**config.mk**
```make
export PLATFORM = sky130hd
export DESIGN_NAME = sha256_stream_hasher
export DESIGN_NICKNAME = d
export VERILOG_FILES = /design/src/design/sha256_pkg.sv /design/src/design/sha256_stream_hasher.sv /design/src/design/sha256_round_unit.sv
export VERILOG_INCLUDE_DIRS = /design/src /design/src/design
export SDC_FILE = /design/constraint.sdc
export NUM_CORES = 2
export LEC_CHECK = 0
export BUFFER_PORTS_ARGS = -buffer_cell sky130_fd_sc_hd__buf_2
export CAP_MARGIN = 20
export CORE_UTILIZATION = 60
export CTS_CLUSTER_DIAMETER = 200
export DETAILED_ROUTE_END_ITERATION = 6
export GPL_ROUTABILITY_DRIVEN = 0
export PLACE_DENSITY = 0.76
export SLEW_MARGIN = 20
export SYNTH_ARGS = -nofsm -noshare
export SYNTH_HDL_FRONTEND = slang
export SYNTH_SLANG_ARGS = --single-unit
```
**constraint.sdc**
```tcl
create_clock -name clk -period 22.4 [get_ports clk]
set_input_delay 3.36 -clock clk [delete_from_list [all_inputs] [get_ports clk]]
set_output_delay 3.36 -clock clk [all_outputs]
set_load 0.01 [all_outputs]
```
**src/design/sha256_stream_hasher_defines.svh**
```systemverilog
// Assertion macros for the hasher
`ifndef SHA256_STREAM_HASHER_DEFINES_SVH
`define SHA256_STREAM_HASHER_DEFINES_SVH
// implication checked on every clock edge outside reset
`define SHA_ASSERT_IMP(label, ante, cons, msg) \
	label: assert property (@(posedge clk) disable iff (!arst_n) (ante) |-> (cons)) \
		else $error(msg);
// implication checked in the cycle after the antecedent
`define SHA_ASSERT_NEXT(label, ante, cons, msg) \
	label: assert property (@(posedge clk) disable iff (!arst_n) (ante) |=> (cons)) \
		else $error(msg);
`endif

```
**src/design/sha256_pkg.sv**
```systemverilog
package sha256_pkg;

	typedef struct packed {
		logic       mode;
		logic [7:0] data;
		logic [2:0] spare_bits;
	} in_item_t;

	typedef struct packed {
		logic [31:0] digest_word;
		logic [2:0]  word_index;
		logic        last_word;
	} out_item_t;

	// round unit control
	typedef struct packed {
		logic       start;
		logic       load_init;
	} rnd_ctrl_t;

	localparam logic MODE_ABSORB = 1'b0;
	localparam logic MODE_FINISH = 1'b1;

	localparam logic [7:0] PAD_MARKER = 8'h80;
	localparam logic [7:0] BYTE_MASK  = 8'hFF;

	localparam logic [31:0] INIT_H [8] = '{
		32'h6a09e667, 32'hbb67ae85, 32'h3c6ef372, 32'ha54ff53a,
		32'h510e527f, 32'h9b05688c, 32'h1f83d9ab, 32'h5be0cd19
	};

	localparam logic [31:0] ROUND_K [64] = '{
		32'h428a2f98, 32'h71374491, 32'hb5c0fbcf, 32'he9b5dba5,
		32'h3956c25b, 32'h59f111f1, 32'h923f82a4, 32'hab1c5ed5,
		32'hd807aa98, 32'h12835b01, 32'h243185be, 32'h550c7dc3,
		32'h72be5d74, 32'h80deb1fe, 32'h9bdc06a7, 32'hc19bf174,
		32'he49b69c1, 32'hefbe4786, 32'h0fc19dc6, 32'h240ca1cc,
		32'h2de92c6f, 32'h4a7484aa, 32'h5cb0a9dc, 32'h76f988da,
		32'h983e5152, 32'ha831c66d, 32'hb00327c8, 32'hbf597fc7,
		32'hc6e00bf3, 32'hd5a79147, 32'h06ca6351, 32'h14292967,
		32'h27b70a85, 32'h2e1b2138, 32'h4d2c6dfc, 32'h53380d13,
		32'h650a7354, 32'h766a0abb, 32'h81c2c92e, 32'h92722c85,
		32'ha2bfe8a1, 32'ha81a664b, 32'hc24b8b70, 32'hc76c51a3,
		32'hd192e819, 32'hd6990624, 32'hf40e3585, 32'h106aa070,
		32'h19a4c116, 32'h1e376c08, 32'h2748774c, 32'h34b0bcb5,
		32'h391c0cb3, 32'h4ed8aa4a, 32'h5b9cca4f, 32'h682e6ff3,
		32'h748f82ee, 32'h78a5636f, 32'h84c87814, 32'h8cc70208,
		32'h90befffa, 32'ha4506ceb, 32'hbef9a3f7, 32'hc67178f2
	};

	function automatic logic [31:0] rotr(input logic [31:0] v, input int n);
		rotr = (v >> n) | (v << (32 - n));
	endfunction

endpackage

```
**src/design/sha256_stream_hasher.sv**
```systemverilog
// SHA-256 stream hasher.
// Input channel (in, in_valid, in_stall): one item per accepted edge. Mode 0
// absorbs one message byte; mode 1 finishes the message (optional partial
// byte in the high bits of data, spare_bits of them) and yields eight items
// on the output channel (out, out_valid, out_stall), word 0 first, the last
// flagged by last_word.
// A byte that does not fill the block is taken with in_stall staying low. The
// 64th byte starts a compression: the buffer is packed into words, the rounds
// run in the shared round unit, the result is added into the hash and control
// is handed back, all with in_stall high. A finish packs and compresses one
// padding block, or two when 56 or more bytes are held, then emits the digest
// at one word per cycle while out_stall is low.
// in_stall is high throughout.
// While out_stall is high the current digest word is held and nothing moves.
// Reset (arst_n low) loads the initial hash words and clears the byte and bit
// counts; the buffer itself is not cleared.
module sha256_stream_hasher (
	input  logic                   clk,
	input  logic                   arst_n,
	input  sha256_pkg::in_item_t   in,
	input  logic                   in_valid,
	output logic                   in_stall,
	output sha256_pkg::out_item_t  out,
	output logic                   out_valid,
	input  logic                   out_stall
);
	import sha256_pkg::*;
	`include "sha256_stream_hasher_defines.svh"

	localparam logic [2:0] ST_IDLE  = 3'd0;
	localparam logic [2:0] ST_COMP  = 3'd1;
	localparam logic [2:0] ST_PACK  = 3'd2;
	localparam logic [2:0] ST_PCOMP = 3'd3;
	localparam logic [2:0] ST_EMIT  = 3'd4;

	logic [2:0]  state_q;
	logic [7:0]  buf_q [64];
	logic [5:0]  fill_q;
	logic [63:0] bits_q;
	logic [63:0] total_q;
	logic [7:0]  marker_q;
	logic        two_q;
	logic        second_q;
	logic [6:0]  pos_q;
	logic [7:0]  rd_q;
	logic [31:0] wbuf_q [16];
	logic [2:0]  widx_q;
	logic        rnd_busy, rnd_done;
	logic [31:0] hash_word [8];
	rnd_ctrl_t   ctrl;
	logic        mark_fin_q;

	logic        acc;
	logic [7:0]  keep, mk;
	logic [6:0]  qpos;
	logic [6:0]  bpos;
	logic [7:0]  pbyte;
	logic [7:0]  lenb;
	logic [6:0]  pack_fill;

	assign acc = in_valid && !in_stall;
	assign in_stall = (state_q != ST_IDLE);

	always_comb begin
		keep = BYTE_MASK << (4'd8 - {1'b0, in.spare_bits});
		if (in.spare_bits == 3'd0) mk = PAD_MARKER;
		else mk = (in.data & keep) | (PAD_MARKER >> in.spare_bits);
	end

	// absorb path: full buffer, every byte comes from it
	assign pack_fill = mark_fin_q ? {1'b0, fill_q} : 7'd64;

	// padded byte at pos_q - 1 (buffer byte read last cycle in rd_q)
	always_comb begin
		qpos = pos_q - 7'd1;
		bpos = {second_q, qpos[5:0]};
		lenb = total_q[8 * (7 - int'(qpos[2:0])) +: 8];
		if (bpos < pack_fill) pbyte = rd_q;
		else if (bpos == pack_fill) pbyte = marker_q;
		else if (qpos[5:3] == 3'd7 && (second_q == two_q)) pbyte = lenb;
		else pbyte = 8'h00;
	end

	always_ff @(posedge clk) begin
		if (acc && in.mode == MODE_ABSORB) buf_q[fill_q] <= in.data;
		rd_q <= buf_q[pos_q[5:0]];
	end

	always_ff @(posedge clk) begin
		if (state_q == ST_PACK && pos_q != 7'd0 && pos_q <= 7'd64)
			wbuf_q[qpos[5:2]][8 * (3 - int'(qpos[1:0])) +: 8] <= pbyte;
	end

	always_ff @(posedge clk or negedge arst_n) begin
		if (!arst_n) begin
			state_q  <= ST_IDLE;
			fill_q   <= '0;
			bits_q   <= '0;
			total_q  <= '0;
			marker_q <= '0;
			pos_q    <= '0;
			second_q <= 1'b0;
			two_q    <= 1'b0;
			widx_q   <= '0;
		end else begin
			unique case (state_q)
				ST_IDLE: begin
					if (acc) begin
						if (in.mode == MODE_ABSORB) begin
							bits_q <= bits_q + 64'd8;
							fill_q <= fill_q + 6'd1;
							if (fill_q == 6'd63) begin
								pos_q    <= '0;
								second_q <= 1'b0;
								two_q    <= 1'b0;
								marker_q <= '0;
								total_q  <= '0;
								state_q  <= ST_PACK;
							end
						end else begin
							marker_q <= mk;
							total_q  <= bits_q + {61'd0, in.spare_bits};
							two_q    <= (fill_q >= 6'd56);
							second_q <= 1'b0;
							pos_q    <= '0;
							state_q  <= ST_PACK;
						end
					end
				end
				ST_PACK: begin
					pos_q <= pos_q + 7'd1;
					if (pos_q == 7'd65) state_q <= ST_COMP;
				end
				ST_COMP: begin
					if (rnd_done) begin
						state_q <= ST_PCOMP;
					end
				end
				ST_PCOMP: begin
					if (!rnd_busy) begin
						if (!mark_fin_q) begin
							state_q <= ST_IDLE;
						end else if (two_q && !second_q) begin
							second_q <= 1'b1;
							pos_q    <= '0;
							state_q  <= ST_PACK;
						end else begin
							widx_q  <= '0;
							state_q <= ST_EMIT;
						end
					end
				end
				ST_EMIT: begin
					if (!out_stall) begin
						widx_q <= widx_q + 3'd1;
						if (widx_q == 3'd7) begin
							state_q <= ST_IDLE;
							fill_q  <= '0;
							bits_q  <= '0;
						end
					end
				end
				default: state_q <= ST_IDLE;
			endcase
		end
	end

	// finishing flag: set on a finish item, cleared by an absorb item and after the digest
	always_ff @(posedge clk or negedge arst_n) begin
		if (!arst_n) mark_fin_q <= 1'b0;
		else if (acc) mark_fin_q <= (in.mode == MODE_FINISH);
		else if (state_q == ST_EMIT && !out_stall && widx_q == 3'd7) mark_fin_q <= 1'b0;
	end

	always_comb begin
		ctrl.start     = (state_q == ST_PACK) && (pos_q == 7'd65);
		ctrl.load_init = (state_q == ST_EMIT) && !out_stall && (widx_q == 3'd7);
	end

	sha256_round_unit u_round (
		.clk       (clk),
		.arst_n    (arst_n),
		.ctrl      (ctrl),
		.block_w   (wbuf_q),
		.busy      (rnd_busy),
		.done      (rnd_done),
		.hash_word (hash_word)
	);

	assign out_valid        = (state_q == ST_EMIT);
	assign out.digest_word  = hash_word[widx_q];
	assign out.word_index   = widx_q;
	assign out.last_word    = (widx_q == 3'd7);

	`SHA_ASSERT_IMP(a_stall_busy, state_q != ST_IDLE, in_stall, "item taken while busy")
	`SHA_ASSERT_IMP(a_last_idx, out_valid && out.last_word, widx_q == 3'd7,
		"last word flag off position")
	`SHA_ASSERT_NEXT(a_emit_hold, out_valid && out_stall, out_valid && $stable(widx_q),
		"digest word moved under stall")

endmodule

```
**src/design/sha256_round_unit.sv**
```systemverilog
module sha256_round_unit (
	input  logic                   clk,
	input  logic                   arst_n,
	input  sha256_pkg::rnd_ctrl_t  ctrl,
	input  logic [31:0]            block_w [16],
	output logic                   busy,
	output logic                   done,
	output logic [31:0]            hash_word [8]
);
	import sha256_pkg::*;
	`include "sha256_stream_hasher_defines.svh"

	logic [31:0] h_q [8];
	logic [31:0] v_q [8];
	logic [31:0] w_q [16];
	logic [5:0]  rnd_q;
	logic        busy_q;
	logic        done_q;

	logic [31:0] w_cur, w_new, s0, s1, t1, t2, e, a;

	always_comb begin
		w_cur = w_q[0];
		s0 = rotr(w_q[1], 7) ^ rotr(w_q[1], 18) ^ (w_q[1] >> 3);
		s1 = rotr(w_q[14], 17) ^ rotr(w_q[14], 19) ^ (w_q[14] >> 10);
		w_new = s1 + w_q[9] + s0 + w_q[0];
		e = v_q[4];
		a = v_q[0];
		t1 = v_q[7] + (rotr(e, 6) ^ rotr(e, 11) ^ rotr(e, 25))
			+ ((e & v_q[5]) ^ (~e & v_q[6])) + ROUND_K[rnd_q] + w_cur;
		t2 = (rotr(a, 2) ^ rotr(a, 13) ^ rotr(a, 22))
			+ ((a & v_q[1]) ^ (a & v_q[2]) ^ (v_q[1] & v_q[2]));
	end

	always_ff @(posedge clk or negedge arst_n) begin
		if (!arst_n) begin
			busy_q <= 1'b0;
			done_q <= 1'b0;
			rnd_q  <= '0;
			for (int i = 0; i < 8; i++) h_q[i] <= INIT_H[i];
		end else begin
			done_q <= 1'b0;
			if (ctrl.load_init) begin
				for (int i = 0; i < 8; i++) h_q[i] <= INIT_H[i];
			end else if (ctrl.start) begin
				busy_q <= 1'b1;
				rnd_q  <= '0;
				for (int i = 0; i < 8; i++) v_q[i] <= h_q[i];
				for (int i = 0; i < 16; i++) w_q[i] <= block_w[i];
			end else if (busy_q) begin
				for (int i = 0; i < 15; i++) w_q[i] <= w_q[i + 1];
				w_q[15] <= w_new;
				v_q[7] <= v_q[6];
				v_q[6] <= v_q[5];
				v_q[5] <= v_q[4];
				v_q[4] <= v_q[3] + t1;
				v_q[3] <= v_q[2];
				v_q[2] <= v_q[1];
				v_q[1] <= v_q[0];
				v_q[0] <= t1 + t2;
				rnd_q  <= rnd_q + 6'd1;
				if (rnd_q == 6'd63) begin
					busy_q <= 1'b0;
					done_q <= 1'b1;
				end
			end else if (done_q) begin
				for (int i = 0; i < 8; i++) h_q[i] <= h_q[i] + v_q[i];
			end
		end
	end

	assign busy = busy_q | done_q;
	assign done = done_q;
	always_comb for (int i = 0; i < 8; i++) hash_word[i] = h_q[i];

	`SHA_ASSERT_NEXT(a_done_after_last, busy_q && rnd_q == 6'd63 && !ctrl.start && !ctrl.load_init,
		done_q, "round 63 not followed by done")
	`SHA_ASSERT_IMP(a_no_start_busy, ctrl.start, !busy_q && !done_q,
		"start while compressing")
	`SHA_ASSERT_NEXT(a_done_pulse, done_q, !done_q, "done held over two cycles")

endmodule

```
* Word level (Yosys, flattened, before mapping)
Memory sizes are Yosys's and may differ from the RTL's. A register that Yosys moved wholly into a read port is not among the register bits. Cells that the tools add are included.
Operators by class: bitwise gates (word level) 59, magnitude comparators 7, multiply operators 0, divide/modulo/power cells 0, reduce and logical (&&, ||, !) cells 35, add/sub/neg operators 29, muxes and demuxes 106, shift operators 5, equal/unequal tests 24
Operators with widths (number):
- 256-bit 2-to-1 mux | 4
- 32-bit 2-to-1 mux | 29
- 32-bit adder | 18
- 512-bit bitwise mux | 1
- 64-bit 2-to-1 mux | 6
- 32-bit bitwise XOR | 9
- 32-bit AND | 5
- 32-bit demux with 4-bit select | 1
- 64-bit one-hot mux with 2 select lines | 1
- 32-bit binary-select mux with 3-bit select | 1
- 64-bit by 3-bit adder with 64-bit output | 1
- 64-bit by 4-bit adder with 64-bit output (second input constant) | 1
- 64-bit by 7-bit variable part select with 8-bit output | 1
- 7-bit 2-to-1 mux | 7
- 8-bit 2-to-1 mux | 6
- 3-bit 2-to-1 mux | 14
- 6-bit 2-to-1 mux | 6
- 6-bit negator with 33-bit output | 1
- 8-bit by 33-bit variable shift with 32-bit output (first input constant) | 1
- 8-bit by 33-bit variable part select with 32-bit output | 1
- 32-bit inverter | 1
- 10-bit by 32-bit OR with 32-bit output | 1
- 13-bit by 32-bit OR with 32-bit output | 1
- 14-bit by 32-bit OR with 32-bit output | 1
- 59 further kinds | 147
Storage, ports and cells: output and inout bits 38, bits in latches 0, RAM bits 1280, memories kept 4, register bits 934, bits in read-only memories 2048, logic and storage cells 306
Memory list:
- (name not given) | depth 64, width 32, read ports 1, clocked after Yosys merged registers in 0, write ports 0, line sha256_round_unit.sv:30 | + ((e & v_q[5]) ^ (~e & v_q[6])) + ROUND_K[rnd_q] + w_cur;
- buf_q | depth 64, width 8, read ports 1, clocked after Yosys merged registers in 1, write ports 1, line sha256_stream_hasher.sv:37 | logic [7:0] buf_q [64];
- u_round.w_q | depth 16, width 32, read ports 16, clocked after Yosys merged registers in 0, write ports 16, line sha256_round_unit.sv:15 | logic [31:0] w_q [16];
- u_round.v_q | depth 8, width 32, read ports 8, clocked after Yosys merged registers in 0, write ports 8, line sha256_round_unit.sv:14 | logic [31:0] v_q [8];

* Depth between registers and ports, before layout
An unclocked memory read counts as a cell.
word-level depth 10, gate-level depth with buffers 39, depth with buffers taken out 37

* Hierarchy
A second synthesis with hierarchy kept.
Second synthesis, totals: cells, all modules 10154, area total of the unflattened synthesis 115953.7 um2
Modules (own cells, without submodules):
- sha256_round_unit | cells an instance 7730, area each 69984.6 um2, instances 1, sequential area each 29838.6 um2
- sha256_stream_hasher | cells an instance 2424, area each 45969.1 um2, instances 1, sequential area each 34788.4 um2

* Least setup slack after synthesis
Ideal clock, no wire load.
kind input port to flip-flop, from in out_stall, to mem u_round.v_q[0][0], enable pin, stages 9, slack 26 ps, data arrival time 17011 ps, path buffers 3, setup time 5363 ps, path through nor2b_1 nand2_1 nand2_1 nor2_1 nand2_1 buf_2 clkbuf_1 buf_2 nand2_1
RTL lines:
- from (decl) | line sha256_stream_hasher.sv:25 | input logic out_stall
- to (decl) | line sha256_round_unit.sv:14

==> results.yml <==
worst_setup_path:
  timing.critical_path.mode_cell: "fa_1"
  crit_fanout: 20
  worstSetupEndpointType: "flip-flop"
  path_class: "reg2reg"
  worst-endpoint-required_ps: 22940
  startpoint_type: "flip-flop"
  reg2reg_to: "u_round.v_q[0][30]$_DFFE_PP_"
  ff2ff_setup_slack_ps: 11630
  slowest_stage: "dfrtp_1"
  max_stage_delay_ps: 830
  r2r_start: "u_round.rnd_q[0]$_DFFE_PN0P_"
  ff2ff_path_depth: 32
  arrival_ps: 11310
grt:
  grt_antenna_before_repair: 8
  grt_max_degree: 219
  grt_overflow_total: 0
  grtUsageTotal: 0.334
  first_global_vias: 78600
  grt_pass1_wl_um: 488000
die:
  fp.dieArea_sq_um: 194000
  initial_core_util: 0.606
  ios: 54
  die_w_um: 441
  die_h_um: 441
  placementRows: 160
  coreArea_sq_um: 191000
timing:
  fin_crit_sh: 0.481
  rsz0062_at_grt: "no"
  finalCriticalPeriod_ps: 10770
  timing.setup.tns_ps: 0
  tightest_slew_ps: 1240
  setup_violations: 0
  finalHoldViolCount: 0
  fin_skew_ps: 106
  maxSlewHeadroom: 0.168
  fmax_mhz: 92.8
  slew_viol_final: 0
  worst_slack_ps: 11630
cells_and_area:
  postLayoutCoreUtil: 0.657
  drive_gt1_frac: 0.0986
  area_growth_pct: 8.38
  nets: 10600
synthesis:
  syn_nets: 10700
  yosys_warnings: 0
  syn_inst: 10100
  yosysUniqueCellTypes: 105
  synth_xor_area_frac: 0.0476
  synth_compound_area_frac: 0.0908
  ys_ff_latch: 2219
  synth_most_common_cell: "nand2_1"
  synthMuxAreaShare: 0.0583
  synth_seq_area_share: 0.560
  synth_area_sq_um: 116000
  synth_top_area_share: 0.466
  synth_top_family_by_area: "simple AND/OR/NAND/NOR gates"
  synth.area.top_cells: "edfxtp_1 (47%), nand2_1 (8.1%), dfrtp_1 (6.1%), mux4_2 (5.0%), ha_1 (4.5%)"
  synth_flop_cell: "edfxtp_1"
  synth-edff-count: 1792
  synth.largest_area_cell: "edfxtp_1"
  synth.avg_cell_area_sq_um: 11.5
  synth_common_cells: "nand2_1 (2481), edfxtp_1 (1792), nor2_1 (588), o21ai_0 (470), a21oi_1 (467)"
  synth_fa_ha_area_frac: 0.0809
  synthArstFlopShare: 0.189
  synthSimpleGateAreaFrac: 0.132
clock_tree:
  clockBufferDepth: 3
  cts_resized: 0
  hold_buffers: 0
  cts_buffers: 218
  tritoncts: "built"
  clock_insertion_delay_worst_skew_ps: 920
  clock_sinks: 2219
  h-tree-depth: 4
  postCtsSetupBuffers: 0
  cts_root_buf: "clkbuf_16"
  path_clk_slew_ps: 60
drt:
  ant_nets: 0
  drc: 392
  wl_per_cell_um: 25.8
  routed_via_density: 6.42
  vias: 81300
  wl_um: 326000
  first_pass_iters: 7
  drtIter0Drc: 11400
worst_hold_path:
  hold_path_depth: 2
  min_from: "wbuf_q[350]$_DFFE_PP_"
  hp-class: "reg2reg"
  hold_end: "u_round.w_q[0][190]$_DFFE_PP_"
outcome:
  status: "finished with violations"
  violations: "DRC"
place:
  dp_hpwl_um: 218000
  portBuffers: 53
  pre_cts_ws_ps: 12050
flow_run:
  maxCapViolations: 0
[sequential cells by signal, summed over array words and instances, names as in the netlist]
register / flops
rd_q: 8
u_round.busy_q: 1
fill_q: 6
two_q: 1
wbuf_q: 512
buf_q: 512
second_q: 1
state_q: 3
widx_q: 3
total_q: 64
bits_q: 61
mark_fin_q: 1
u_round.v_q: 256
u_round.done: 1
pos_q: 7
u_round.hash_word: 256
u_round.rnd_q: 6
marker_q: 8
u_round.w_q: 512
[cells by family (layout without fill, tap and decap cells)]
logic type / count (synthesis) / count (layout)
simple gates: 3674 / 3674
flops: 2219 / 2219
compound gates: 1673 / 1673
buf+inv: 912 / 981
fa+ha+maj: 634 / 634
xor+xnor: 628 / 628
mux: 347 / 347
other cells: 0 / 4
[worst max-delay path, delay by kind of cell (launching register included)]
kind | cells | cell delay (ps)
flops | 1 | 830
fa+ha+maj | 8 | 3780
buf+inv | 2 | 650
simple gates | 8 | 1860
xor+xnor | 2 | 410
mux | 1 | 530
compound gates | 11 | 2340
[routing by layer]
| metal | vias to the layer above | part of all wire | global-route usage |
|---|---|---|---|
| met5 | - | 0.00013 | 0.000496 |
| met4 | 6 | 0.058 | 0.165 |
| li1 | 35400 | - | - |
| met2 | 5135 | 0.46 | 0.516 |
| met3 | 1102 | 0.11 | 0.0751 |
| met1 | 39700 | 0.37 | 0.449 |
[how the worst max path moves through the flow]
stage,from,endpoint,cells past startpoint
after floorplan,out_stall,u_round.v_q[0][0]$_DFFE_PP_,9
after global placement,u_round.rnd_q[0]$_DFFE_PN0P_,u_round.v_q[0][28]$_DFFE_PP_,32
after detailed placement,u_round.rnd_q[0]$_DFFE_PN0P_,u_round.v_q[0][30]$_DFFE_PP_,32
after CTS,u_round.rnd_q[0]$_DFFE_PN0P_,u_round.v_q[0][30]$_DFFE_PP_,32
after global routing,u_round.rnd_q[0]$_DFFE_PN0P_,u_round.v_q[0][30]$_DFFE_PP_,32
final,u_round.rnd_q[0]$_DFFE_PN0P_,u_round.v_q[0][30]$_DFFE_PP_,32
[stage by stage]
step                      cells  hold slack, ps  area (sq um)
after floorplan           10100             445        116000
after CTS                 12700             433        125000
after detailed placement  12300             470        118000
after global placement    12300             461        118000
after global routing      12700             450        125000
final                     12700             452        125000
[layout by cell type (no fill, tap or decap), types with 116 or more instances in the layout]
cell type | synthesis | routed
dfstp_2 | 136 | 136
a21oi_1 | 467 | 467
o21ai_0 | 470 | 470
nand2_1 | 2481 | 2476
nor2_1 | 588 | 586
xor2_1 | 247 | 246
clkbuf_16 | 0 | 221
ha_1 | 417 | 417
mux4_2 | 254 | 254
fa_1 | 195 | 195
edfxtp_1 | 1792 | 1792
a21o_1 | 162 | 162
nand3_1 | 117 | 116
dfrtp_1 | 283 | 273
inv_1 | 443 | 443
xnor2_1 | 381 | 381
[final cells by class]
cell class	instances	area, sq um
clock inverters	124	1450
clock buffers	282	5860
flip-flops and latches	2219	64600
inverters	448	1680
well taps	2511	3140
fillers	13600	65400
repair buffers	127	923
multi-input cells	6956	47500
diodes	4	10.0
Power is left out: the tool's default activity adds up to more than one toggle a clock period on the data nets, which glitch-free logic cannot reach.
